--- src/rtl/esl_pkg.sv ---
// Package for the edge shrink step limit block.
// Holds the fixed-point constants, register indexes and reset values.
// No dependencies.
package esl_pkg;

   localparam int FRACTION_BITS = 24;
   localparam int STEP_W = FRACTION_BITS + 1;
   localparam int DISC_SHIFT = 2 * FRACTION_BITS - 2;

   localparam int COORD_W = 32;
   localparam int WORD_W = 64;
   localparam int WIDE_W = 128;
   localparam int RATIO_W = 16;
   localparam int EPS_W = 41;
   localparam int CSR_W = 41;
   localparam int CSR_IDX_W = 2;

   localparam int MUL_CNT_W = $clog2(WORD_W);
   localparam int ROOT_CNT_W = $clog2(WORD_W);
   localparam int DIV_CNT_W = $clog2(FRACTION_BITS);

   localparam logic [CSR_IDX_W-1:0] CSR_SHRINK_RATIO = 2'd0;
   localparam logic [CSR_IDX_W-1:0] CSR_SPEED_EPS = 2'd1;
   localparam logic [CSR_IDX_W-1:0] CSR_DISC_EPS = 2'd2;

   localparam logic [RATIO_W-1:0] SHRINK_RATIO_RESET = 16'd13107;
   localparam logic [EPS_W-1:0] SPEED_EPS_RESET = 41'd281474977;
   localparam logic [EPS_W-1:0] DISC_EPS_RESET = 41'd281474977;

   localparam logic [STEP_W-1:0] STEP_ONE = STEP_W'(1) << FRACTION_BITS;

endpackage

--- src/rtl/esl_sqrt.sv ---
// Digit-by-digit integer square root of a 128-bit radicand, one root bit per cycle.
// Depends on esl_pkg.
module esl_sqrt (
   input  logic                        clock,
   input  logic                        reset,
   input  logic                        start,
   input  logic [esl_pkg::WIDE_W-1:0]  radicand,
   output logic [esl_pkg::WORD_W-1:0]  root,
   output logic                        done
);

   localparam int REM_W = esl_pkg::WORD_W + 2;
   localparam int SH_W = REM_W + 2;

   logic                           busy_ff, busy_in;
   logic                           done_ff, done_in;
   logic [esl_pkg::ROOT_CNT_W-1:0] cnt_ff, cnt_in;
   logic [esl_pkg::WIDE_W-1:0]     rad_ff, rad_in;
   logic [REM_W-1:0]               rem_ff, rem_in;
   logic [esl_pkg::WORD_W-1:0]     root_ff, root_in;
   logic [SH_W-1:0]                rem_sh;
   logic [SH_W-1:0]                trial;

   always_comb begin
      busy_in = busy_ff;
      done_in = 1'b0;
      cnt_in  = cnt_ff;
      rad_in  = rad_ff;
      rem_in  = rem_ff;
      root_in = root_ff;
      rem_sh  = {rem_ff, rad_ff[esl_pkg::WIDE_W-1 -: 2]};
      trial   = {2'b00, root_ff, 2'b01};
      if (start) begin
         busy_in = 1'b1;
         cnt_in  = '1;
         rad_in  = radicand;
         rem_in  = '0;
         root_in = '0;
      end else if (busy_ff) begin
         rad_in = {rad_ff[esl_pkg::WIDE_W-3:0], 2'b00};
         if (rem_sh >= trial) begin
            rem_in  = REM_W'(rem_sh - trial);
            root_in = {root_ff[esl_pkg::WORD_W-2:0], 1'b1};
         end else begin
            rem_in  = rem_sh[REM_W-1:0];
            root_in = {root_ff[esl_pkg::WORD_W-2:0], 1'b0};
         end
         cnt_in = cnt_ff - 1'b1;
         if (cnt_ff == '0) begin
            busy_in = 1'b0;
            done_in = 1'b1;
         end
      end
   end

   always_ff @(posedge clock) begin
      if (reset) begin
         busy_ff <= 1'b0;
         done_ff <= 1'b0;
         cnt_ff  <= '0;
      end else begin
         busy_ff <= busy_in;
         done_ff <= done_in;
         cnt_ff  <= cnt_in;
      end
      rad_ff  <= rad_in;
      rem_ff  <= rem_in;
      root_ff <= root_in;
   end

   assign root = root_ff;
   assign done = done_ff;

endmodule

--- config.mk ---
export PLATFORM = sky130hd
export DESIGN_NAME = esl_sqrt
export DESIGN_NICKNAME = d
export VERILOG_FILES = /design/src/rtl/esl_pkg.sv /design/src/rtl/esl_sqrt.sv
export SDC_FILE = /design/constraint.sdc
export NUM_CORES = 1
export LEC_CHECK = 0
export ABC_AREA = 1
export ABC_CLOCK_PERIOD_IN_PS = 12100
export BUFFER_PORTS_ARGS = -buffer_cell sky130_fd_sc_hd__clkbuf_2
export CORE_MARGIN = 2
export CORE_UTILIZATION = 64
export DETAILED_ROUTE_END_ITERATION = 7
export PLACE_DENSITY = 0.86
export SKIP_CTS_REPAIR_TIMING = 1
export SYNTH_ARGS = -nofsm -noshare
export SYNTH_HDL_FRONTEND = slang
export SYNTH_SLANG_ARGS = --single-unit
--- constraint.sdc ---
create_clock -name clock -period 12.1 [get_ports clock]
set_input_delay 0.605 -clock clock [delete_from_list [all_inputs] [get_ports clock]]
set_output_delay 0.605 -clock clock [all_outputs]
set_load 0.03 [all_outputs]
==> results.md <==
* Total detailed-routing wirelength at 53800 um
* Arrival time of the worst setup path at 4.42 ns
* RSZ-0062 raised after global routing: no
* Area of the placeable core at 25800 um^2
* Area of the die at 27400 um^2
* Routed wire per std cell at 17.9 um
* Sink count of the clock tree at 266
* Master cell of the clock root buffer: sky130_fd_sc_hd__clkbuf_16
* Global-route congestion overflow total at 0
* Largest cells by area after synthesis: sky130_fd_sc_hd__nand2_1 (26%), sky130_fd_sc_hd__edfxtp_1 (23%), sky130_fd_sc_hd__dfxtp_1 (17%), sky130_fd_sc_hd__inv_1 (7.9%), sky130_fd_sc_hd__ha_1 (5.1%)
* Post-route DRC at 0
* Biggest area consumer among synthesized cells: sky130_fd_sc_hd__nand2_1
* Portion of total power attributed to the clock network at 15.6%
* Number of enable-type register cells in the synthesized netlist at 128
* Fin nets at 2852
* Routed length on met3 at 5670 um
* Area share of the leading cell type in the synthesized netlist at 25.8%
* Gpl congestion at 1.08
* Path type of the worst min-delay path: in -> reg
* Via-to-Cell Ratio at 5.67
* Number of placement rows at 59
* Min Clock Period, post-route at 3.98 ns
* Share of the clock period used by the worst path after layout at 32.9%
* Post-synthesis instance total at 2498
* Remaining antenna violation count after routing at 0
* Dominant synthesized flop cell: sky130_fd_sc_hd__dfxtp_1
* Library cells used by synthesis at 38
* Standard cell area after detailed placement at 17800 um^2
* Category of the most critical setup path: reg -> reg
* Net switching component of the power at 2860 uW
* Htree depth at 1
* Wire length the detailed router placed on met1 at 21300 um
* Clock tree from TritonCTS: built
* Antenna violations before repair at 0
* Synthesized-area fraction occupied by xor and xnor cells at 1.78%
* Combinational cell fraction of total power at 63.5%
* Post-synthesis share of cell area spent on full adders, half adders and majority gates at 5.09%
* Netlist area before placement at 16700 um^2
* Post-synthesis register bit count at 266
* Count of pins over their slew limit at 0
* Most common library cells after synthesis: sky130_fd_sc_hd__nand2_1 (1146), sky130_fd_sc_hd__inv_1 (352), sky130_fd_sc_hd__dfxtp_1 (138)
* DRC marker count from the first detailed-route iteration at 1968
* Fraction of final layout cells with drive strength greater than 1 at 10.7%
* Setup ws final at 8.12 ns
* Number of search-and-repair iterations in the first detailed-routing pass at 7
* Type of origin of the critical path: register
* Largest family of logic cells by synthesized area: simple AND/OR/NAND/NOR gates
* Number of buffer cells added on primary ports at 195
* Synth-to-Final Area Change at 12.0%
* Number of global-route vias before repair at 15800
* Wire length of the first global-routing pass at 81900 um
* Overall routing resource usage at 38.4%
* Result of the run: complete, no violations
* Cell with the most instances after synthesis: sky130_fd_sc_hd__nand2_1
* Area fraction in compound gates after synthesis at 6.25%
* Actual slew at the worst max-slew pin at 1.26 ns
* Worst vdd ir at 0.000170 V
* Final-layout fill cell count at 2037
* Met2 wire length at 24900 um
* Largest net degree at the start of global routing at 107
* Number of antenna cells inserted at 0
* Leakage power total at 0.0102 uW
* Share of power burned in registers at 20.9%
* Post-placement cell count at 2959
* DR vias at 17100
* I/O pin cnt at 196
* Internal power component at 2550 uW
* Worst slack, placed at 8.30 ns
* Clk_lat worst skew at 0.55 ns
* Largest fanout on the critical path at 67
* Number of buffers created by CTS at 27
* Initial Util at 64.6%
* Setup violators final at 0
* Power Density at 289 nW/um^2
* Register area share after synthesis at 39.6%
* Fin. Hold Viols at 0
* Synthesis Warnings at 0
* Area of all placed cells without fillers at 18700 um^2
* Number of cells in the finished layout apart from fillers at 3008
* Normalized max-slew margin at 16.3%
* Fraction of synthesis flops using an asynchronous set or reset pin at 0%
* Top metal layer carrying routed signals: met4
* Critical Path RT at 12.53 ns
* Clock transition at the registers of the reported paths at 0.07 ns
* Mean area per synthesized cell at 6.69 um^2
* Synthesized-area fraction occupied by and/or/nand/nor cells at 37.2%
* Die Width at 166 um
* Detailed Place HPWL at 38800 um
* Die boundary height at 166 um
* Mux share of post-synthesis cell area at 0%
* Net count after synthesis at 2697
* Switching fraction of total power at 52.9%
* Number of violations of the max-capacitance limit at 0
* Setup clock skew after layout at 0.00858 ns
* Buffer depth of the longest clock path at 3
* Final-layout setup total negative slack at 0 ns
* Kind of end point of the critical path: register
* FMAX at 251 MHz
## cell type report
type / instances / area [um^2] / area share [%]
Clock buffer: 31 / 722 / 3.86
Clock inverter: 18 / 160 / 0.856
Inverter: 361 / 1360 / 7.28
Multi-Input combinational cell: 1796 / 8420 / 45.0
Sequential cell: 266 / 6610 / 35.3
Tap cell: 335 / 419 / 2.24
Timing Repair Buffer: 201 / 1020 / 5.47
## power by group through the flow
stage	Clock, uW	Sequential, uW	Combinational, uW
floorplan	0	1130	2430
global placement	0	1140	3270
detailed placement	0	1140	3300
CTS	846	1130	3330
global route	881	1140	3770
finish	844	1130	3440
## worst paths after layout
path / cells after the start / endpoint / startpoint / slack [ns]
max reg2reg: 15 / rem_ff[61]$_SDFFE_PP0P_ / rad_ff[126]$_DFFE_PP_ / 8.12
max: 15 / rem_ff[61]$_SDFFE_PP0P_ / rad_ff[126]$_DFFE_PP_ / 8.12
min: 2 / cnt_ff[4]$_SDFFE_PP0P_ / reset / 0.27
min reg2reg: 2 / rem_ff[1]$_SDFFE_PP0P_ / rem_ff[1]$_SDFFE_PP0P_ / 0.47
## per-layer routing
metal	vias to the layer above	track usage [%]
met5	-	0
met4	0	12.6
met3	123	6.94
met2	999	64.5
met1	7796	50.2
li1	8142	-
## per-stage QoR
step                      power (uW)  utilization, %  hold slack, ns
final                           5420            72.4           0.271
after global placement          4410            69.0           0.455
after detailed placement        4440            69.0           0.457
after floorplan                 3560               -           0.443
after global routing            5790            72.4           0.279
after CTS                       5300            72.4           0.251
## logic make-up after synthesis
| family | count (synthesis) |
|---|---|
| buf+inv | 436 |
| xor+xnor | 34 |
| compound gates | 182 |
| fa+ha+maj | 68 |
| simple gates | 1512 |
| flops | 266 |
## cell usage in the layout, fill, tap and decap left out, types with 10 or more instances in the layout
cell	instances
sky130_fd_sc_hd__nand2_1	1146
sky130_fd_sc_hd__clkbuf_2	194
sky130_fd_sc_hd__o22ai_1	63
sky130_fd_sc_hd__nand3_2	11
sky130_fd_sc_hd__ha_1	68
sky130_fd_sc_hd__nand3_1	123
sky130_fd_sc_hd__dfxtp_1	138
sky130_fd_sc_hd__o21ai_0	35
sky130_fd_sc_hd__xnor2_1	24
sky130_fd_sc_hd__nor2_2	10
sky130_fd_sc_hd__xor2_1	10
sky130_fd_sc_hd__clkbuf_16	28
sky130_fd_sc_hd__nor2_1	125
sky130_fd_sc_hd__nand3b_1	44
sky130_fd_sc_hd__edfxtp_1	128
sky130_fd_sc_hd__nand4_1	20
sky130_fd_sc_hd__nor3_1	17
sky130_fd_sc_hd__a21oi_1	67
sky130_fd_sc_hd__inv_1	350
## state kept, by name (all words and copies together), names as in the netlist
name and count:
cnt_ff 6, busy_ff 1, done 1, root 64, rem_ff 66, rad_ff 128
## critical path, cell delays in order, from the launching register on
cell and delay, ns:
sky130_fd_sc_hd__edfxtp_1 0.48, sky130_fd_sc_hd__inv_1 0.15, sky130_fd_sc_hd__ha_1 0.20, sky130_fd_sc_hd__inv_1 0.11, sky130_fd_sc_hd__nand3_1 0.09, sky130_fd_sc_hd__nand3_1 0.22, sky130_fd_sc_hd__nand4_1 0.19, sky130_fd_sc_hd__nand3_2 0.15
sky130_fd_sc_hd__nand2_1 0.13, sky130_fd_sc_hd__nand3_2 0.11, sky130_fd_sc_hd__nand2_4 0.53, sky130_fd_sc_hd__nand2_4 0.69, sky130_fd_sc_hd__nand2_2 0.53, sky130_fd_sc_hd__nand2_1 0.10, sky130_fd_sc_hd__nand2_1 0.09, sky130_fd_sc_hd__nand2_1 0.07
(Power assumes the default switching activity.)
