### src/rtl/esl_pkg.sv
// Package for the edge shrink step limit block.
// Holds the fixed-point constants, register indexes and reset values.
// No dependencies.
package esl_pkg;

   localparam int FRACTION_BITS = 24;
   localparam int STEP_W = FRACTION_BITS + 1;
   localparam int DISC_SHIFT = 2 * FRACTION_BITS - 2;

   localparam int COORD_W = 32;
   localparam int WORD_W = 64;
   localparam int WIDE_W = 128;
   localparam int RATIO_W = 16;
   localparam int EPS_W = 41;
   localparam int CSR_W = 41;
   localparam int CSR_IDX_W = 2;

   localparam int MUL_CNT_W = $clog2(WORD_W);
   localparam int ROOT_CNT_W = $clog2(WORD_W);
   localparam int DIV_CNT_W = $clog2(FRACTION_BITS);

   localparam logic [CSR_IDX_W-1:0] CSR_SHRINK_RATIO = 2'd0;
   localparam logic [CSR_IDX_W-1:0] CSR_SPEED_EPS = 2'd1;
   localparam logic [CSR_IDX_W-1:0] CSR_DISC_EPS = 2'd2;

   localparam logic [RATIO_W-1:0] SHRINK_RATIO_RESET = 16'd13107;
   localparam logic [EPS_W-1:0] SPEED_EPS_RESET = 41'd281474977;
   localparam logic [EPS_W-1:0] DISC_EPS_RESET = 41'd281474977;

   localparam logic [STEP_W-1:0] STEP_ONE = STEP_W'(1) << FRACTION_BITS;

endpackage

### src/rtl/esl_mul.sv
// Bit-serial 64 by 64 multiplier, one multiplier bit per cycle, MSB first.
// Depends on esl_pkg.
module esl_mul (
   input  logic                        clock,
   input  logic                        reset,
   input  logic                        start,
   input  logic [esl_pkg::WORD_W-1:0]  mcand,
   input  logic [esl_pkg::WORD_W-1:0]  mplier,
   output logic [esl_pkg::WIDE_W-1:0]  product,
   output logic                        done
);

   logic                           busy_ff, busy_in;
   logic                           done_ff, done_in;
   logic [esl_pkg::MUL_CNT_W-1:0]  cnt_ff, cnt_in;
   logic [esl_pkg::WORD_W-1:0]     m_ff, m_in;
   logic [esl_pkg::WORD_W-1:0]     x_ff, x_in;
   logic [esl_pkg::WIDE_W-1:0]     prod_ff, prod_in;

   always_comb begin
      busy_in = busy_ff;
      done_in = 1'b0;
      cnt_in  = cnt_ff;
      m_in    = m_ff;
      x_in    = x_ff;
      prod_in = prod_ff;
      if (start) begin
         busy_in = 1'b1;
         cnt_in  = '1;
         m_in    = mcand;
         x_in    = mplier;
         prod_in = '0;
      end else if (busy_ff) begin
         prod_in = {prod_ff[esl_pkg::WIDE_W-2:0], 1'b0}
                 + (x_ff[esl_pkg::WORD_W-1] ? {{esl_pkg::WORD_W{1'b0}}, m_ff} : '0);
         x_in    = {x_ff[esl_pkg::WORD_W-2:0], 1'b0};
         cnt_in  = cnt_ff - 1'b1;
         if (cnt_ff == '0) begin
            busy_in = 1'b0;
            done_in = 1'b1;
         end
      end
   end

   always_ff @(posedge clock) begin
      if (reset) begin
         busy_ff <= 1'b0;
         done_ff <= 1'b0;
         cnt_ff  <= '0;
      end else begin
         busy_ff <= busy_in;
         done_ff <= done_in;
         cnt_ff  <= cnt_in;
      end
      m_ff    <= m_in;
      x_ff    <= x_in;
      prod_ff <= prod_in;
   end

   assign product = prod_ff;
   assign done    = done_ff;

endmodule

### config.mk
export PLATFORM = sky130hd
export DESIGN_NAME = esl_mul
export DESIGN_NICKNAME = d
export VERILOG_FILES = /design/src/rtl/esl_pkg.sv /design/src/rtl/esl_mul.sv
export SDC_FILE = /design/constraint.sdc
export NUM_CORES = 1
export LEC_CHECK = 0
export BUFFER_PORTS_ARGS = -buffer_cell sky130_fd_sc_hd__buf_2
export CORE_ASPECT_RATIO = 1.5
export CORE_MARGIN = 2
export CORE_UTILIZATION = 39
export CTS_CLUSTER_DIAMETER = 100
export DETAILED_ROUTE_END_ITERATION = 10
export GPL_ROUTABILITY_DRIVEN = 0
export HOLD_SLACK_MARGIN = 0.15
export PLACE_DENSITY = 0.56
export SLEW_MARGIN = 30
export SYNTH_ARGS = -nofsm -noshare
export SYNTH_HDL_FRONTEND = slang
export SYNTH_SLANG_ARGS = --single-unit
### constraint.sdc
create_clock -name clock -period 9.05 [get_ports clock]
set_clock_uncertainty 0.05 [all_clocks]
set_input_delay 1.81 -clock clock [delete_from_list [all_inputs] [get_ports clock]]
set_output_delay 1.81 -clock clock [all_outputs]
set_load 0.01 [all_outputs]
==> summary.md, run 1 <==
| Metric | Value |
|---|---|
| Run status | complete, no violations |
| Row cnt | 89 |
| Die width | 166 µm |
| Startpoint type of the worst setup path | flop |
| RSZ-0062 raised after global routing | false |
| Net Count, Synth | 1,846 |
| Gr usage total | 0.235 |
| Worst-Skew Late Latency | 570 ps |
| Final HPWL DP | 36,300 µm |
| Die area | 41,100 µm² |
| Total grt overflow | 0 |
| DRT Pass-1 Iters | 5 |
| Via count | 13,603 |
| Nets@finish | 2,060 |
| Post-route cell area | 18,000 µm² |
| Post-synth top flop | dfxtp_1 |
| Layout cell share with drive strength beyond 1 | 0.216 |
| Area Growth Syn to Fin | 17.2% |
| Post CTS Setup Buffer Count | 0 |
| Longest Clk Path Bufs | 3 |
| Syn avg cell area | 9.34 µm² |
| Power Density | 174 nW/µm² |
| Drt wl/cell | 20.8 µm |
| CP Data Required Time | 9500 ps |
| Crit path max fanout | 64 |
| Max-Cap Viols | 0 |
| #FFs+latches synth | 264 |
| Static Leak | 7.14 nW |
| Clk slew on worst S/H paths | 60 ps |
| Worst vdd ir | 0.166 mV |
| WL final | 49,600 µm |
| Via density | 5.70 |
| Initial Util | 0.393 |
| Antenna-violating nets left | 0 |
| Fin crit period | 4720 ps |
| Vias in the first global route | 13,876 |
| DR iter-0 viols | 855 |
| CTS tree | done |
| Relative slew slack | 0.422 |
| Setup CP Type | reg -> reg |
| Post-synth EDFFs | 128 |
| Max-slew violation count | 0 |
| Post-CTS Hold Buffers | 0 |
| Period utilization | 0.521 |
| Measured slew at the worst slew-check pin | 861 ps |
| CP Capture Type | flop |
| Setup tns final | 0 ps |
| Fill cells | 3,880 |
| DRC violations left | 0 |
| Fmax | 212 MHz |
| Post_cts resized | 0 |
| Core area | 39,200 µm² |
| CTS H-tree lvls | 1 |
| Post-synthesis sequential area ratio | 0.426 |
| First-pass GRT wire length | 76,700 µm |
| Largest net degree at the start of global routing | 128 |
| Hold WS | 433 ps |
| Sink Count | 264 |
| Fraction of registers with async set/reset | 0 |
| # diodes | 0 |
| I/O pin total | 260 |
| Worst Path Arrival | 5170 ps |
| DP Area | 17,100 µm² |
| # setup viols final | 0 |
| Number of port buffers | 259 |
| CTS buffer count | 28 |
| Final count of hold timing violations | 0 |
| Initial antenna violation count | 0 |
| Clock Root Buffer | clkbuf_16 |
| Netlist cell types | 68 |
| Ys Warns | 0 |
| Post-Syn Area | 15,400 µm² |
| Final core utilization | 0.460 |
| Class of the worst hold path | reg -> reg |
| Die height | 247 µm |
| Cells after Synth | 1,649 |
## final timing paths
check	from	end	slack (ps)	cells past startpoint
worst min register to register	product[22]	product[22]	430	2
worst max register to register	x_ff[63]	product[94]	4330	14
worst max-delay path	x_ff[63]	product[94]	4330	14
worst min-delay path	product[22]	product[22]	430	2
## cell usage in the layout (no fill, tap or decap), types with 38 or more instances in the layout
| master | n |
|---|---|
| xnor2_1 | 57 |
| a21o_1 | 38 |
| mux2_2 | 64 |
| nor2_1 | 147 |
| nand2_1 | 145 |
| ha_1 | 65 |
| edfxtp_1 | 128 |
| buf_2 | 258 |
| nand4_1 | 39 |
| a21oi_1 | 121 |
| dfxtp_1 | 135 |
| nand3_1 | 50 |
| o21ai_0 | 89 |
| and2_1 | 77 |
## sequential cells by signal, summed over array words and instances, names as in the netlist
| signal | flops |
|---|---|
| product | 128 |
| m_ff | 64 |
| x_ff | 64 |
| cnt_ff | 6 |
| busy_ff | 1 |
| done | 1 |
## metal layers
layer  global-route usage  vias up  wire length (µm)
met5                    0        -                 0
met4                0.125        0              2700
met3               0.0513      169              3320
met2                0.441      527             25800
met1                0.244     6400             17800
li1                     -     6507                 -
## cell families after synthesis
kind of cell	count (synthesis)	synth area share
buffers and inverters	120	0.0300
adder cells (fa/ha/maj)	66	0.0541
multiplexers	90	0.0637
XOR/XNOR	94	0.0535
AND/OR/NAND/NOR	587	0.187
AO/OA/AOI/OAI	428	0.186
flip-flops	264	0.426
## power breakdown
| part | leakage (nW) | total, mW | switching (mW) | internal [mW] |
|---|---|---|---|---|
| combinational | 4.30 | 0.533 | 0.313 | 0.220 |
| clock | 0.449 | 1.16 | 0.495 | 0.667 |
| sequential | 2.38 | 1.44 | 0.0825 | 1.36 |
| total | 7.14 | 3.14 | 0.890 | 2.25 |
## stage by stage
stage,std cells,total power [mW],setup WS (ps)
floorplan,1649,1.80,5000
global placement,2332,1.99,4460
detailed placement,2332,2.00,4340
CTS,2384,3.17,4330
global route,2385,3.28,3960
finish,2385,3.14,4330
## layout make-up
class                           instances  area (µm²)  share of cell area
Sequential cell                       264        6570               0.364
Clock buffer                           38         790              0.0437
Timing Repair Buffer                  273        1430              0.0792
Clock inverter                         14         125             0.00693
Multi-Input combinational cell       1265        8390               0.465
Tap cell                              500         626              0.0347
Inverter                               31         116             0.00645
## cell usage after synthesis, types with 3 or more instances
cell type / instances / area, µm²
o211ai_1: 18 / 135
nor3_1: 32 / 160
o2111ai_1: 12 / 105
mux2_2: 64 / 721
mux2i_1: 26 / 260
clkbuf_1: 77 / 289
a311oi_1: 5 / 43.8
nand3b_1: 3 / 22.5
or4_1: 10 / 75.1
or3_1: 17 / 106
inv_1: 30 / 113
a32o_1: 7 / 70.1
buf_2: 3 / 15.0
o31a_1: 3 / 26.3
dfxtp_1: 136 / 2720
o21ai_1: 8 / 40.0
o22ai_1: 7 / 43.8
and2_1: 77 / 482
a21boi_0: 5 / 37.5
ha_1: 65 / 813
a22oi_1: 4 / 30.0
edfxtp_1: 128 / 3840
nand2b_1: 11 / 68.8
nand2_1: 145 / 544
a2111oi_2: 9 / 135
o21bai_1: 16 / 120
nor2_1: 148 / 556
buf_1: 8 / 30.0
nand3_1: 50 / 250
nor4_1: 17 / 106
a21oi_1: 121 / 606
a211oi_2: 5 / 62.6
o21ai_0: 89 / 445
a21o_1: 38 / 285
and4_1: 6 / 52.6
xnor2_1: 57 / 499
o31ai_1: 5 / 37.5
a211oi_1: 35 / 263
o21a_1: 15 / 113
a31oi_1: 4 / 25.0
and3_1: 24 / 150
xor2_1: 37 / 324
nand4_1: 39 / 244
## critical path: stages, from the launching register on
cell and delay, ps:
edfxtp_1 350, buf_4 290, and2_1 250, ha_1 280
a21o_1 120, nand4_1 190, a2111o_1 500, a311oi_1 690
o21ai_1 270, a211oi_2 280, buf_4 310, o21ai_0 230
buf_4 240, or4_1 500, nand3_1 90
Power figures use the tool's default switching activity.
==> run 2, diff against run 1 <==
- ABC_AREA: unset -> 1
- PLACE_DENSITY: 0.56 -> 0.55
- clock period: 9.05 -> 4.55 ns (I/O delays scaled with it)
==> summary.md, run 2 <==
| Metric | Value |
|---|---|
| DP Area | 20,800 µm² (was 17,100 µm²) |
| DRC violations left | 0 (unchanged) |
| Class of the worst hold path | reg -> reg (unchanged) |
| Top delay family on crit path | simple AND/OR/NAND/NOR gates (was compound AO/OA/AOI/OAI gates) |
| Clock Root Buffer | clkbuf_16 (unchanged) |
| WP buf/inv | 2 (was 3) |
| Leading cell types by count after synthesis | 1,267 x nand2_1, 525 x inv_1, 177 x nand3_1 (was 148 x nor2_1, 145 x nand2_1, 136 x dfxtp_1) |
| Worst-Skew Late Latency | 610 ps (was 570 ps) |
| #FFs+latches synth | 264 (unchanged) |
| Largest net degree at the start of global routing | 88 (was 128) |
| Top-count cell post-synth | nand2_1 (was nor2_1) |
| CTS tree | done (unchanged) |
| Ys Warns | 0 (unchanged) |
| Post_cts resized | 0 (unchanged) |
| Gr usage total | 0.287 (was 0.235) |
| Clk slew on worst S/H paths | 60 ps (about the same) |
| Setup tns final | 0 ps (unchanged) |
| Placed cell count | 3,809 (was 2,332) |
| Most common cell on crit path | nand2_1 (was buf_4) |
| Measured slew at the worst slew-check pin | 953 ps (was 861 ps) |
| Drt wl/cell | 18.9 µm (was 20.8 µm) |
| RSZ-0062 raised after global routing | false (unchanged) |
| Final count of hold timing violations | 0 (unchanged) |
| CP Capture Type | flop (unchanged) |
| Post CTS Setup Buffer Count | 0 (unchanged) |
| Fmax | 278 MHz (was 212 MHz) |
| Crit-path max cell delay | 550 ps (was 690 ps) |
| Leading cell type in the layout, fill and taps excluded | nand2_1 (was buf_2) |
| Post-synth EDFFs | 128 (unchanged) |
| Worst path slowest cell | buf_4 (was a311oi_1) |
| Vias in the first global route | 19,063 (was 13,876) |
| Final HPWL DP | 59,000 µm (was 36,300 µm) |
| Crit path max fanout | 64 (unchanged) |
| Max-slew violation count | 0 (unchanged) |
| Startpoint type of the worst setup path | flop (unchanged) |
| Area Growth Syn to Fin | 16.2% (was 17.2%) |
| Nets@finish | 3,438 (was 2,060) |
| CTS buffer count | 30 (was 28) |
| DR iter-0 viols | 1,474 (was 855) |
| Initial Util | 0.395 (was 0.393) |
| Post-synth top flop | dfxtp_1 (unchanged) |
| Total grt overflow | 0 (unchanged) |
| Number of port buffers | 259 (unchanged) |
| Core area | 47,700 µm² (was 39,200 µm²) |
| Total chip power | 6.35 mW (was 3.14 mW) |
| Static Leak | 11.8 nW (was 7.14 nW) |
| Longest Clk Path Bufs | 3 (unchanged) |
| Max-Cap Viols | 0 (unchanged) |
| First-pass GRT wire length | 109,000 µm (was 76,700 µm) |
| Antenna-violating nets left | 0 (unchanged) |
| I/O pin total | 260 (unchanged) |
| Post-route cell area | 21,900 µm² (was 18,000 µm²) |
| Power Density | 290 nW/µm² (was 174 nW/µm²) |
| Relative slew slack | 0.365 (was 0.422) |
| CP Data Required Time | 4990 ps (was 9500 ps) |
| Run status | complete, no violations (unchanged) |
| Synth top area cells | nand2_1 25%, edfxtp_1 20%, dfxtp_1 14% (was edfxtp_1 25%, dfxtp_1 18%, ha_1 5.3%) |
| Row cnt | 98 (was 89) |
| Via density | 5.02 (was 5.70) |
| Post-Syn Area | 18,800 µm² (was 15,400 µm²) |
| Cells after Synth | 2,987 (was 1,649) |
| Critical path, cell by cell | buf_4, nand2_1, inv_1, ha_1, nand2_1, nor2_1, nand2_1, nor2_1, nand2_1, nor3_1, nand2_1, nand2_1, nand2_1, nand3_1, nand2_1 (was buf_4, and2_1, ha_1, a21o_1, nand4_1, a2111o_1, a311oi_1, o21ai_1, a211oi_2, buf_4, o21ai_0, buf_4, or4_1, nand3_1) |
| # setup viols final | 0 (unchanged) |
| WL final | 73,000 µm (was 49,600 µm) |
| Top cell type's share of synthesized area | 0.252 (was 0.250) |
| Sink Count | 264 (unchanged) |
| Die width | 183 µm (was 166 µm) |
| Fraction of registers with async set/reset | 0 (unchanged) |
| Net Count, Synth | 3,184 (was 1,846) |
| Die area | 50,100 µm² (was 41,100 µm²) |
| Setup CP Type | reg -> reg (unchanged) |
| Worst Path Arrival | 4040 ps (was 5170 ps) |
| Commonest cells after routing, fill and taps aside | 1,267 x nand2_1, 522 x inv_1, 258 x buf_2 (was 258 x buf_2, 147 x nor2_1, 145 x nand2_1) |
| Largest register FFs | 128 (unchanged) |
| Initial antenna violation count | 1 (was 0) |
| Die height | 273 µm (was 247 µm) |
| Worst vdd ir | 0.314 mV (was 0.166 mV) |
| Layout cell share with drive strength beyond 1 | 0.144 (was 0.216) |
| Post-synth top area cell | nand2_1 (was edfxtp_1) |
| DRT Pass-1 Iters | 9 (was 5) |
| Post-synthesis sequential area ratio | 0.348 (was 0.426) |
| Netlist cell types | 41 (was 68) |
| Period utilization | 0.790 (was 0.521) |
| CTS H-tree lvls | 1 (unchanged) |
| Post-CTS Hold Buffers | 0 (unchanged) |
| Via count | 19,407 (was 13,603) |
| Syn avg cell area | 6.31 µm² (was 9.34 µm²) |
| Fin crit period | 3600 ps (was 4720 ps) |
| Final std cells w/o fill | 3,866 (was 2,385) |
[run 2: changes by cell type in the layout (fill, tap and decap cells not counted), sizes merged, moves of 39 or more]
| cell | change |
|---|---|
| a211oi | -39 |
| a21oi | -57 |
| and2 | -74 |
| inv | +527 |
| nand3 | +143 |
| nor2 | +67 |
| nand2 | +1148 |
| mux2 | -64 |
[run 2: layout make-up]
class,count,area (µm²)
repair buffers,270,1390
flip-flops and latches,264,6570
inverters,557,2090
clock inverters,19,277
fillers,5154,25800
clock buffers,37,817
multi-input cells,2118,10000
well taps,600,751
diodes,1,2.50
[run 2: metrics by stage]
stage,hold WS (ps),setup WS [ps],utilization
5_1_grt,407,744,0.459
6_report,395,953,0.459
2_1_floorplan,372,1570,-
3_5_place_dp,388,1090,0.436
3_3_place_gp,394,1100,0.436
4_1_cts,394,1050,0.459
[run 2: final timing paths]
check | start | endpoint | slack (ps) | cells after the start
max | x_ff[63] | product[111] | 950 | 15
min | cnt_ff[0] | cnt_ff[0] | 400 | 1
max reg2reg | x_ff[63] | product[111] | 950 | 15
min reg2reg | cnt_ff[0] | cnt_ff[0] | 400 | 1
[run 2: cells by family after synthesis]
| logic type | after synthesis | synth area share |
|---|---|---|
| fa+ha+maj | 66 | 0.0442 |
| buf+inv | 605 | 0.121 |
| simple gates | 1830 | 0.413 |
| flops | 264 | 0.348 |
| xor+xnor | 54 | 0.0251 |
| compound gates | 168 | 0.0483 |
[run 2: per-layer routing]
metal  vias up  share of wire  track usage
met5         -              0            0
met4         0          0.098        0.239
met3       281          0.070       0.0454
met2       824           0.49        0.511
met1      8608           0.35        0.295
li1       9694              -            -
[run 2: power breakdown]
part / leakage, nW / switching, mW / internal (mW)
registers: 2.39 / 0.0825 / 2.67
logic: 8.87 / 0.616 / 0.313
clock network: 0.527 / 1.09 / 1.58
total: 11.8 / 1.79 / 4.56
