$ cat src/rtl/esl_pkg.sv
// Package for the edge shrink step limit block.
// Holds the fixed-point constants, register indexes and reset values.
// No dependencies.
package esl_pkg;

   localparam int FRACTION_BITS = 24;
   localparam int STEP_W = FRACTION_BITS + 1;
   localparam int DISC_SHIFT = 2 * FRACTION_BITS - 2;

   localparam int COORD_W = 32;
   localparam int WORD_W = 64;
   localparam int WIDE_W = 128;
   localparam int RATIO_W = 16;
   localparam int EPS_W = 41;
   localparam int CSR_W = 41;
   localparam int CSR_IDX_W = 2;

   localparam int MUL_CNT_W = $clog2(WORD_W);
   localparam int ROOT_CNT_W = $clog2(WORD_W);
   localparam int DIV_CNT_W = $clog2(FRACTION_BITS);

   localparam logic [CSR_IDX_W-1:0] CSR_SHRINK_RATIO = 2'd0;
   localparam logic [CSR_IDX_W-1:0] CSR_SPEED_EPS = 2'd1;
   localparam logic [CSR_IDX_W-1:0] CSR_DISC_EPS = 2'd2;

   localparam logic [RATIO_W-1:0] SHRINK_RATIO_RESET = 16'd13107;
   localparam logic [EPS_W-1:0] SPEED_EPS_RESET = 41'd281474977;
   localparam logic [EPS_W-1:0] DISC_EPS_RESET = 41'd281474977;

   localparam logic [STEP_W-1:0] STEP_ONE = STEP_W'(1) << FRACTION_BITS;

endpackage

$ cat src/rtl/esl_div.sv
// Restoring fractional divider, one quotient bit per cycle, for numerator below divisor.
// Depends on esl_pkg.
module esl_div (
   input  logic                               clock,
   input  logic                               reset,
   input  logic                               start,
   input  logic [esl_pkg::WORD_W-1:0]         numer,
   input  logic [esl_pkg::WORD_W-1:0]         denom,
   output logic [esl_pkg::FRACTION_BITS-1:0]  quotient,
   output logic                               done
);

   logic                               busy_ff, busy_in;
   logic                               done_ff, done_in;
   logic [esl_pkg::DIV_CNT_W-1:0]      cnt_ff, cnt_in;
   logic [esl_pkg::WORD_W-1:0]         rem_ff, rem_in;
   logic [esl_pkg::WORD_W-1:0]         den_ff, den_in;
   logic [esl_pkg::FRACTION_BITS-1:0]  quo_ff, quo_in;
   logic [esl_pkg::WORD_W:0]           rem2;

   always_comb begin
      busy_in = busy_ff;
      done_in = 1'b0;
      cnt_in  = cnt_ff;
      rem_in  = rem_ff;
      den_in  = den_ff;
      quo_in  = quo_ff;
      rem2    = {rem_ff, 1'b0};
      if (start) begin
         busy_in = 1'b1;
         cnt_in  = esl_pkg::DIV_CNT_W'(esl_pkg::FRACTION_BITS - 1);
         rem_in  = numer;
         den_in  = denom;
         quo_in  = '0;
      end else if (busy_ff) begin
         if (rem2 >= {1'b0, den_ff}) begin
            rem_in = esl_pkg::WORD_W'(rem2 - {1'b0, den_ff});
            quo_in = {quo_ff[esl_pkg::FRACTION_BITS-2:0], 1'b1};
         end else begin
            rem_in = rem2[esl_pkg::WORD_W-1:0];
            quo_in = {quo_ff[esl_pkg::FRACTION_BITS-2:0], 1'b0};
         end
         cnt_in = cnt_ff - 1'b1;
         if (cnt_ff == '0) begin
            busy_in = 1'b0;
            done_in = 1'b1;
         end
      end
   end

   always_ff @(posedge clock) begin
      if (reset) begin
         busy_ff <= 1'b0;
         done_ff <= 1'b0;
         cnt_ff  <= '0;
      end else begin
         busy_ff <= busy_in;
         done_ff <= done_in;
         cnt_ff  <= cnt_in;
      end
      rem_ff <= rem_in;
      den_ff <= den_in;
      quo_ff <= quo_in;
   end

   assign quotient = quo_ff;
   assign done     = done_ff;

endmodule

$ cat config.mk
export PLATFORM = sky130hd
export DESIGN_NAME = esl_div
export DESIGN_NICKNAME = d
export VERILOG_FILES = /design/src/rtl/esl_pkg.sv /design/src/rtl/esl_div.sv
export SDC_FILE = /design/constraint.sdc
export NUM_CORES = 1
export LEC_CHECK = 0
export ABC_AREA = 1
export BUFFER_PORTS_ARGS = -buffer_cell sky130_fd_sc_hd__buf_2
export CORE_MARGIN = 2
export CORE_UTILIZATION = 30
export DETAILED_ROUTE_END_ITERATION = 6
export SLEW_MARGIN = 30
export SYNTH_ARGS = -nofsm -noshare
export SYNTH_HDL_FRONTEND = slang
export SYNTH_SLANG_ARGS = --single-unit
$ cat constraint.sdc
create_clock -name clock -period 3.95 [get_ports clock]
set_input_delay 1.185 -clock clock [delete_from_list [all_inputs] [get_ports clock]]
set_output_delay 1.185 -clock clock [all_outputs]
set_load 0.05 [all_outputs]
==> impl_results.md, run 1 <==
- Synth warn: 0
- PortBufs: 155
- DRT Pass-1 Iters: 5
- Fraction of layout cells with a size suffix above 1: 11.90%
- LEAKAGE: 0.008010 uW
- Average wire per standard cell: 16.16 um
- Clock skew: 0.01208 ns
- Chip height: 211.3 um
- Crit-path cells: ha_1 -> a21oi_1 -> o21ai_0 -> a21oi_1 -> nand3_2 -> nor2_8 -> buf_4 -> nand3_1 -> nand2_1 -> inv_1 -> nand2_1 -> nand2_1
- Max Slew Vio Count: 0
- Max-cap viol count: 0
- Worst Max-Slew Pin Slew: 0.6984 ns
- Clock Latency Late Sink: 0.48 ns
- Critical Path End Type: flop
- Post-CTS Setup Inserts: 0
- Cts-stage hold buffer count: 0
- H-tree Lvls: 4
- Min-Delay Path Depth: 2
- Clock transition at path regs: 0.07 ns
- Slowest library cell on the worst path: ha_1
- Largest fanout on the critical path: 34
- Period utilization: 84.58%
- PostCTS Resize Cnt: 0
- CP delay by family, top: simple AND/OR/NAND/NOR gates
- Commonest non-fill, non-tap cell in the layout: nand2_1
- Standard-cell rows: 75
- DRC errors left: 0
- Achievable Freq: 0.2993 GHz
- Largest net degree at the start of global routing: 92
- R2R setup slack: 0.61 ns
- Worst hold path type: flop to flop
- Final Wtd Congestion: 0.9914
- Vias in the first global route: 12,230
- RSZ-0062 raised after global routing: no
- Final setup fails: 0
- Rel. slew slack: 53.08%
- CTS tree: yes
- CP bufs+invs: 2
- Hold Fails Final Rpt: 0
- Placed cells: 2,641
- Status: finished, final reports clean
- Die W: 211.3 um
- Start point of the worst hold path: quotient[23]
- Crit-path most repeated cell: nand2_1
- Post-synth EDFFs: 128
- Crit path largest cell delay: 0.47 ns
- Critical path class: flop to flop
- Cells after Synth: 1,977
- Data required, critical path: 4.18 ns
- FF-to-FF path depth: 12
- Reg2Reg Capture Point: rem_ff[60]
- Global route total overflow: 0
- WP data arrival: 3.57 ns
- Post-Synthesis Net Count: 2,175
- Synth Register Bits: 159
- CTS buffer count: 17
- Initial antenna violation count: 1
- Avg Synthesized Cell Area: 6.519 um^2
- Pwr dens: 498.9 nW/um^2
- Main flop type after synthesis: edfxtp_1
- Worst r2r src: rem_ff[59]
- Antenna Cells: 0
- Max Root-Sink Buffers: 2
- Final Net Count: 2,319
- FFs w/ async S/R, synth: 0%
- Antenna-violating nets left: 0
- Placeable core region: 42,130 um^2
- Die area: 44,640 um^2
- Via-per-instance ratio: 4.614
- Distinct cells, synth: 41
- Non-filler cells, final: 2,673
- Post-DP HPWL: 35.69 mm
- Routed vias: 12,330
- Final wirelength: 43.21 mm
- Hold Path End: quotient[23]
- Setup TNS: 0 ns
- Setup crit start kind: flop
- GRT Total Usage: 19.98%
- Global-route wire length before repair: 67.01 mm
- Root Buffer: clkbuf_16
- Starting Density: 30.59%
- Synth Cell Area: 12,890 um^2
- IO Pins: 156
- Syn-to-layout area delta: 14.80%
- VDD IR max: 0.2908 mV
- Initial DRC count: 789
- Min cycle time layout: 3.341 ns
- Num Clock Sinks: 159
- Seq/Total Area, Yosys: 34.64%
- Commonest cells after routing, fill and taps aside: nand2_1 (772), inv_1 (420), buf_2 (154)
==> Yosys cell counts (2+ instances only) <==
master | instances | area (um^2)
o21bai_1 | 7 | 52.55
nand2_1 | 772 | 2898
xnor2_1 | 29 | 254.0
nand3_1 | 124 | 620.6
o21ai_0 | 18 | 90.09
a21oi_2 | 3 | 26.28
nand4_1 | 19 | 118.9
o21ai_1 | 3 | 15.01
nand2_2 | 7 | 43.79
o22ai_1 | 22 | 137.6
o211ai_1 | 2 | 15.01
and2_1 | 4 | 25.02
buf_6 | 5 | 56.30
nand2_4 | 2 | 22.52
nor2_2 | 14 | 87.58
nor3_2 | 2 | 20.02
inv_2 | 24 | 90.09
a21oi_1 | 46 | 230.2
edfxtp_1 | 128 | 3844
nand3b_1 | 63 | 473.0
buf_2 | 5 | 25.02
clkbuf_1 | 18 | 67.56
dfxtp_1 | 31 | 620.6
buf_1 | 9 | 33.78
nand3_2 | 2 | 20.02
nor2_1 | 104 | 390.4
nor4_1 | 2 | 12.51
ha_1 | 66 | 825.8
or2_2 | 2 | 12.51
inv_1 | 422 | 1584
nor3_1 | 11 | 55.05
xor2_1 | 2 | 17.52
==> cell type report <==
type	instances	area (um^2)
Clock inverter	13	117.6
Multi-Input combinational cell	1333	6544
Timing Repair Buffer	163	875.8
Clock buffer	19	442.9
Tap cell	539	674.4
Sequential cell	159	4464
Inverter	447	1678
Fill cell	4687	27340
==> layer usage <==
layer | vias to the layer above | routed length (um) | part of all wire, % | global-route usage, %
met4 | 2 | 1042 | 2.4 | 6.799
met3 | 53 | 2797 | 6.5 | 4.981
met5 | - | 11 | 0.025 | 0
li1 | 6364 | - | - | -
met2 | 343 | 18710 | 43 | 31.28
met1 | 5570 | 20640 | 48 | 26.81
==> cell families (layout without fill, tap and decap cells) <==
group                    count (synthesis)  after routing  synth area share, %
AND/OR/NAND/NOR                       1131           1131                37.53
buffers and inverters                  485            642                14.59
flip-flops                             159            159                34.64
AO/OA/AOI/OAI                          104            104                4.572
adder cells (fa/ha/maj)                 67             67                6.562
XOR/XNOR                                31             31                2.107
==> state kept, by name (all words and copies together), names as in the netlist <==
signal and flops:
rem_ff 64, busy_ff 1, den_ff 64, quotient 24, cnt_ff 5, done 1
==> worst max-delay path by stage <==
stage | from | end | slack (ns) | cells after the start
2_1_floorplan | start | rem_ff[0] | 0.02 | 4
3_3_place_gp | rem_ff[59] | rem_ff[56] | 0.65 | 12
3_5_place_dp | rem_ff[59] | rem_ff[60] | 0.63 | 12
4_1_cts | rem_ff[59] | rem_ff[60] | 0.62 | 12
5_1_grt | rem_ff[59] | rem_ff[52] | 0.43 | 12
6_report | rem_ff[59] | rem_ff[60] | 0.61 | 12
==> through the flow <==
stage               utilization (%)  hold slack, ns  instance area [um^2]  power (uW)  worst slack (ns)
floorplan                         -          0.4423                 12890        4744           0.01696
finish                        35.12          0.4650                 14800        7382            0.6091
detailed placement            33.79          0.4526                 14240        5763            0.6275
CTS                           35.12          0.4719                 14800        7451            0.6154
global route                  35.12          0.5136                 14800        7976            0.4270
global placement              33.79          0.4445                 14240        5749            0.6529
==> where the power goes <==
group / switching, uW / internal (uW)
combinational: 2380 / 1190
sequential: 106 / 2090
clock: 776 / 846
total: 3260 / 4120
==> worst register-to-register path: cells and delay by family, from the launching register on <==
family	cells	cell delay (ns)
adder cells (fa/ha/maj)	1	0.47
buffers and inverters	2	0.51
flip-flops	1	0.40
AND/OR/NAND/NOR	6	0.92
AO/OA/AOI/OAI	3	0.79
(Power assumes the default switching activity.)
==> inputs of run 2 (changes only) <==
--- a/config.mk
+++ b/config.mk
@@ -5,7 +5,7 @@
 export SDC_FILE = /design/constraint.sdc
 export NUM_CORES = 1
 export LEC_CHECK = 0
-export ABC_AREA = 1
+export ABC_AREA = 0
 export BUFFER_PORTS_ARGS = -buffer_cell sky130_fd_sc_hd__buf_2
 export CORE_MARGIN = 2
 export CORE_UTILIZATION = 30
==> constraint.sdc (replaced) <==
create_clock -name clock -period 2.9 [get_ports clock]
set_input_delay 0.87 -clock clock [delete_from_list [all_inputs] [get_ports clock]]
set_output_delay 0.87 -clock clock [all_outputs]
set_load 0.05 [all_outputs]
==> run 2 against run 1 <==
Compared with the run above:
- the run now ends with setup timing left
- worst setup slack worse by 0.88 ns
- synthesized area is 17% lower
- flip-flop and latch count stayed put
- sequential share of layout area is 2.0 points lower
- clock skew is 0.0022 ns higher
==> impl_results.md, run 2 <==
- DRC errors left: 0 (unchanged)
- Crit-path cells: ha_4 -> nand3_2 -> a211oi_2 -> nor2_2 -> o311ai_4 -> a21oi_2 -> or2_4 -> o31a_4 -> buf_4 -> and3_1 -> a221o_1 (was ha_1 -> a21oi_1 -> o21ai_0 -> a21oi_1 -> nand3_2 -> nor2_8 -> buf_4 -> nand3_1 -> nand2_1 -> inv_1 -> nand2_1 -> nand2_1)
- Area leader, netlist: edfxtp_1 (unchanged)
- Switching Fraction: 39.55% (was 44.13%)
- Synth Register Bits: 159 (unchanged)
- GRT Total Usage: 18.36% (was 19.98%)
- Non-filler cells, final: 2,018 (was 2,673)
- Clk network pwr share: 17.2% (was 22.0%)
- Die W: 193.0 um (was 211.3 um)
- Fraction of layout cells with a size suffix above 1: 40.13% (was 11.90%)
- Failing checks: setup timing
- Util after Layout: 44.77% (was 35.12%)
- WP data arrival: 3.36 ns (was 3.57 ns)
- CP delay by family, top: compound AO/OA/AOI/OAI gates (was simple AND/OR/NAND/NOR gates)
- Critical path class: flop to flop (unchanged)
- Average wire per standard cell: 17.18 um (was 16.16 um)
- Worst Max-Slew Pin Slew: 0.5203 ns (was 0.6984 ns)
- Largest net degree at the start of global routing: 60 (was 92)
- Clock Latency Late Sink: 0.46 ns (was 0.48 ns)
- Rel. slew slack: 65.32% (was 53.08%)
- VDD IR max: 0.6019 mV (was 0.2908 mV)
- Synth top area share: 35.88% (was 29.82%)
- Max Root-Sink Buffers: 2 (unchanged)
- Setup crit start kind: flop (unchanged)
- Max Slew Vio Count: 0 (unchanged)
- CP bufs+invs: 1 (was 2)
- CTS tree: yes (unchanged)
- Sequential Power Share: 24.3% (was 29.8%)
- WL met1: 15.85 mm (was 20.64 mm)
- Pwr dens: 836.1 nW/um^2 (was 498.9 nW/um^2)
- H-tree Lvls: 4 (unchanged)
- Comb pwr share: 58.5% (was 48.2%)
- Placed Area: 13,790 um^2 (was 14,240 um^2)
- Commonest non-fill, non-tap cell in the layout: buf_4 (was nand2_1)
- Placed cells: 1,949 (was 2,641)
- Routed vias: 10,300 (was 12,330)
- PortBufs: 155 (unchanged)
- Psw: 5241 uW (was 3257 uW)
- Initial DRC count: 558 (was 789)
- Design area: 15,850 um^2 (was 14,800 um^2)
- Chip height: 193.0 um (was 211.3 um)
- Period utilization: 109.3% (was 84.58%)
- Worst hold path type: flop to flop (unchanged)
- Main flop type after synthesis: edfxtp_1 (unchanged)
- Crit path largest cell delay: 0.45 ns (was 0.47 ns)
- Starting Density: 30.27% (was 30.59%)
- Vias in the first global route: 10,360 (was 12,230)
- Global-route wire length before repair: 53.38 mm (was 67.01 mm)
- Synth warn: 0 (unchanged)
- Place WS: -0.5967 ns (was 0.6275 ns)
- Syn-to-layout area delta: 47.93% (was 14.80%)
- Data required, critical path: 3.09 ns (was 4.18 ns)
- RSZ-0062 raised after global routing: yes (was no)
- Final setup fails: 65 (was 0)
- Initial antenna violation count: 2 (was 1)
- FFs w/ async S/R, synth: 0% (unchanged)
- Die area: 37,240 um^2 (was 44,640 um^2)
- Placeable core region: 35,400 um^2 (was 42,130 um^2)
- Top cells by count, synth: edfxtp_1 (128), nand2_1 (113), a21oi_1 (92), inv_1 (84), ha_1 (66) (was nand2_1 (772), inv_1 (422), edfxtp_1 (128), nand3_1 (124), nor2_1 (104))
- Largest cells by area after synthesis: edfxtp_1 (36%), ha_1 (7.7%), dfxtp_1 (5.8%) (was edfxtp_1 (30%), nand2_1 (22%), inv_1 (12%))
- Critical Path End Type: flop (unchanged)
- Synth Cell Area: 10,710 um^2 (was 12,890 um^2)
- LEAKAGE: 0.006759 uW (was 0.008010 uW)
- Fillers: 3,409 (was 4,687)
- Via-per-instance ratio: 5.103 (was 4.614)
- Final Net Count: 1,740 (was 2,319)
- Post-synth EDFFs: 128 (unchanged)
- Final wirelength: 34.67 mm (was 43.21 mm)
- Met2 WL post-DR: 15.96 mm (was 18.71 mm)
- Antenna-violating nets left: 0 (unchanged)
- DRT Pass-1 Iters: 5 (unchanged)
- Met3 wire length: 1.930 mm (was 2.797 mm)
- Worst hold slack: 0.5173 ns (was 0.4650 ns)
- Seq/Total Area, Yosys: 41.67% (was 34.64%)
- Post-Synthesis Net Count: 1,352 (was 2,175)
- Commonest cells after routing, fill and taps aside: buf_4 (265), buf_2 (154), edfxtp_1 (128) (was nand2_1 (772), inv_1 (420), buf_2 (154))
- CTS buffer count: 17 (unchanged)
- Hold Fails Final Rpt: 0 (unchanged)
- Internal power: 8009 uW (was 4124 uW)
- Post-DP HPWL: 25.36 mm (was 35.69 mm)
- Cts-stage hold buffer count: 0 (unchanged)
- Max-cap viol count: 0 (unchanged)
- Global route total overflow: 0 (unchanged)
- Min cycle time layout: 3.168 ns (was 3.341 ns)
- Clock transition at path regs: 0.07 ns (about the same)
- Root Buffer: clkbuf_16 (unchanged)
- Status: finished, violations left (was finished, final reports clean)
- Standard-cell rows: 69 (was 75)
- DR top layer: met4 (was met5)
- Largest fanout on the critical path: 7 (was 34)
- Num Clock Sinks: 159 (unchanged)
- Slowest library cell on the worst path: edfxtp_1 (was ha_1)
- Count leader, synth: edfxtp_1 (was nand2_1)
- IO Pins: 156 (unchanged)
- Cells after Synth: 1,154 (was 1,977)
- Avg Synthesized Cell Area: 9.283 um^2 (was 6.519 um^2)
- Final Wtd Congestion: 0.8916 (was 0.9914)
- Clock skew: 0.01431 ns (was 0.01208 ns)
- Distinct cells, synth: 73 (was 41)
- Setup WS post-layout: -0.2685 ns (was 0.6091 ns)
- Achievable Freq: 0.3156 GHz (was 0.2993 GHz)
## run 2: cell types whose count changed after synthesis, sizes merged, moves of 19 or more
cell and delta:
nand3 -61, inv -359, nor2 -55, mux2i +34
o21ai +28, a21o +23, nand2 -665, a21oi +43
o311ai +45, o22ai -20, clkbuf +23, nand3b -62
xor2 +19
## run 2: power by group through the flow
stage          combinational [uW]  sequential, uW  clock [uW]
2_1_floorplan                3690            3140           0
3_3_place_gp                 6300            3180           0
3_5_place_dp                 6350            3190           0
4_1_cts                      7130            3190        2350
5_1_grt                      8390            3260        2430
6_report                     7760            3220        2280
## run 2: routing by layer
metal  vias up  global-route usage, %
met2       272                  29.49
met1      4887                  24.04
met5         -                      0
met4         0                  6.935
li1       5079                      -
met3        59                  4.271
## run 2: stage by stage
stage	total power (uW)	TNS, ns
finish	13250	-11.76
global route	14070	-18.62
CTS	12670	-9.634
detailed placement	9549	-24.20
global placement	9480	-22.91
floorplan	6834	-0.2891
## run 2: cell type report
type	count	area [um^2]	area share (%)
multi-input cells	836	6686	42.19
flip-flops and latches	159	4466	28.18
repair buffers	441	3191	20.13
well taps	461	576.8	3.640
clock buffers	17	425.4	2.684
inverters	87	326.6	2.061
clock inverters	15	171.4	1.082
diodes	2	5.005	0.03158
## run 2: timing repair
item | CTS | global route
gates cloned | 1 | 4
setup buffers | 26 | 6
pin swaps | 40 | 18
resized for setup | 96 | 80
endpoints found under the setup margin | 65 | 65
## run 2: worst register-to-register path: stages, from the launching register on
cell,delay (ns)
edfxtp_1,0.45
ha_4,0.32
nand3_2,0.14
a211oi_2,0.23
nor2_2,0.09
o311ai_4,0.27
a21oi_2,0.10
or2_4,0.27
o31a_4,0.44
buf_4,0.18
and3_1,0.18
a221o_1,0.26
## run 2: logic make-up after synthesis
| group | after synthesis | synth area share (%) |
|---|---|---|
| mux | 35 | 3.282 |
| simple gates | 360 | 16.34 |
| xor+xnor | 57 | 4.660 |
| buf+inv | 159 | 5.945 |
| flops | 159 | 41.67 |
| compound gates | 317 | 20.21 |
| fa+ha+maj | 67 | 7.895 |
## run 2: path summary, 6_finish.rpt
path	startpoint	to	depth (start not counted)	slack, ns
max	rem_ff[5]	rem_ff[41]	11	-0.27
min reg2reg	quotient[23]	quotient[23]	2	0.52
min	quotient[23]	quotient[23]	2	0.52
max reg2reg	rem_ff[5]	rem_ff[41]	11	-0.27
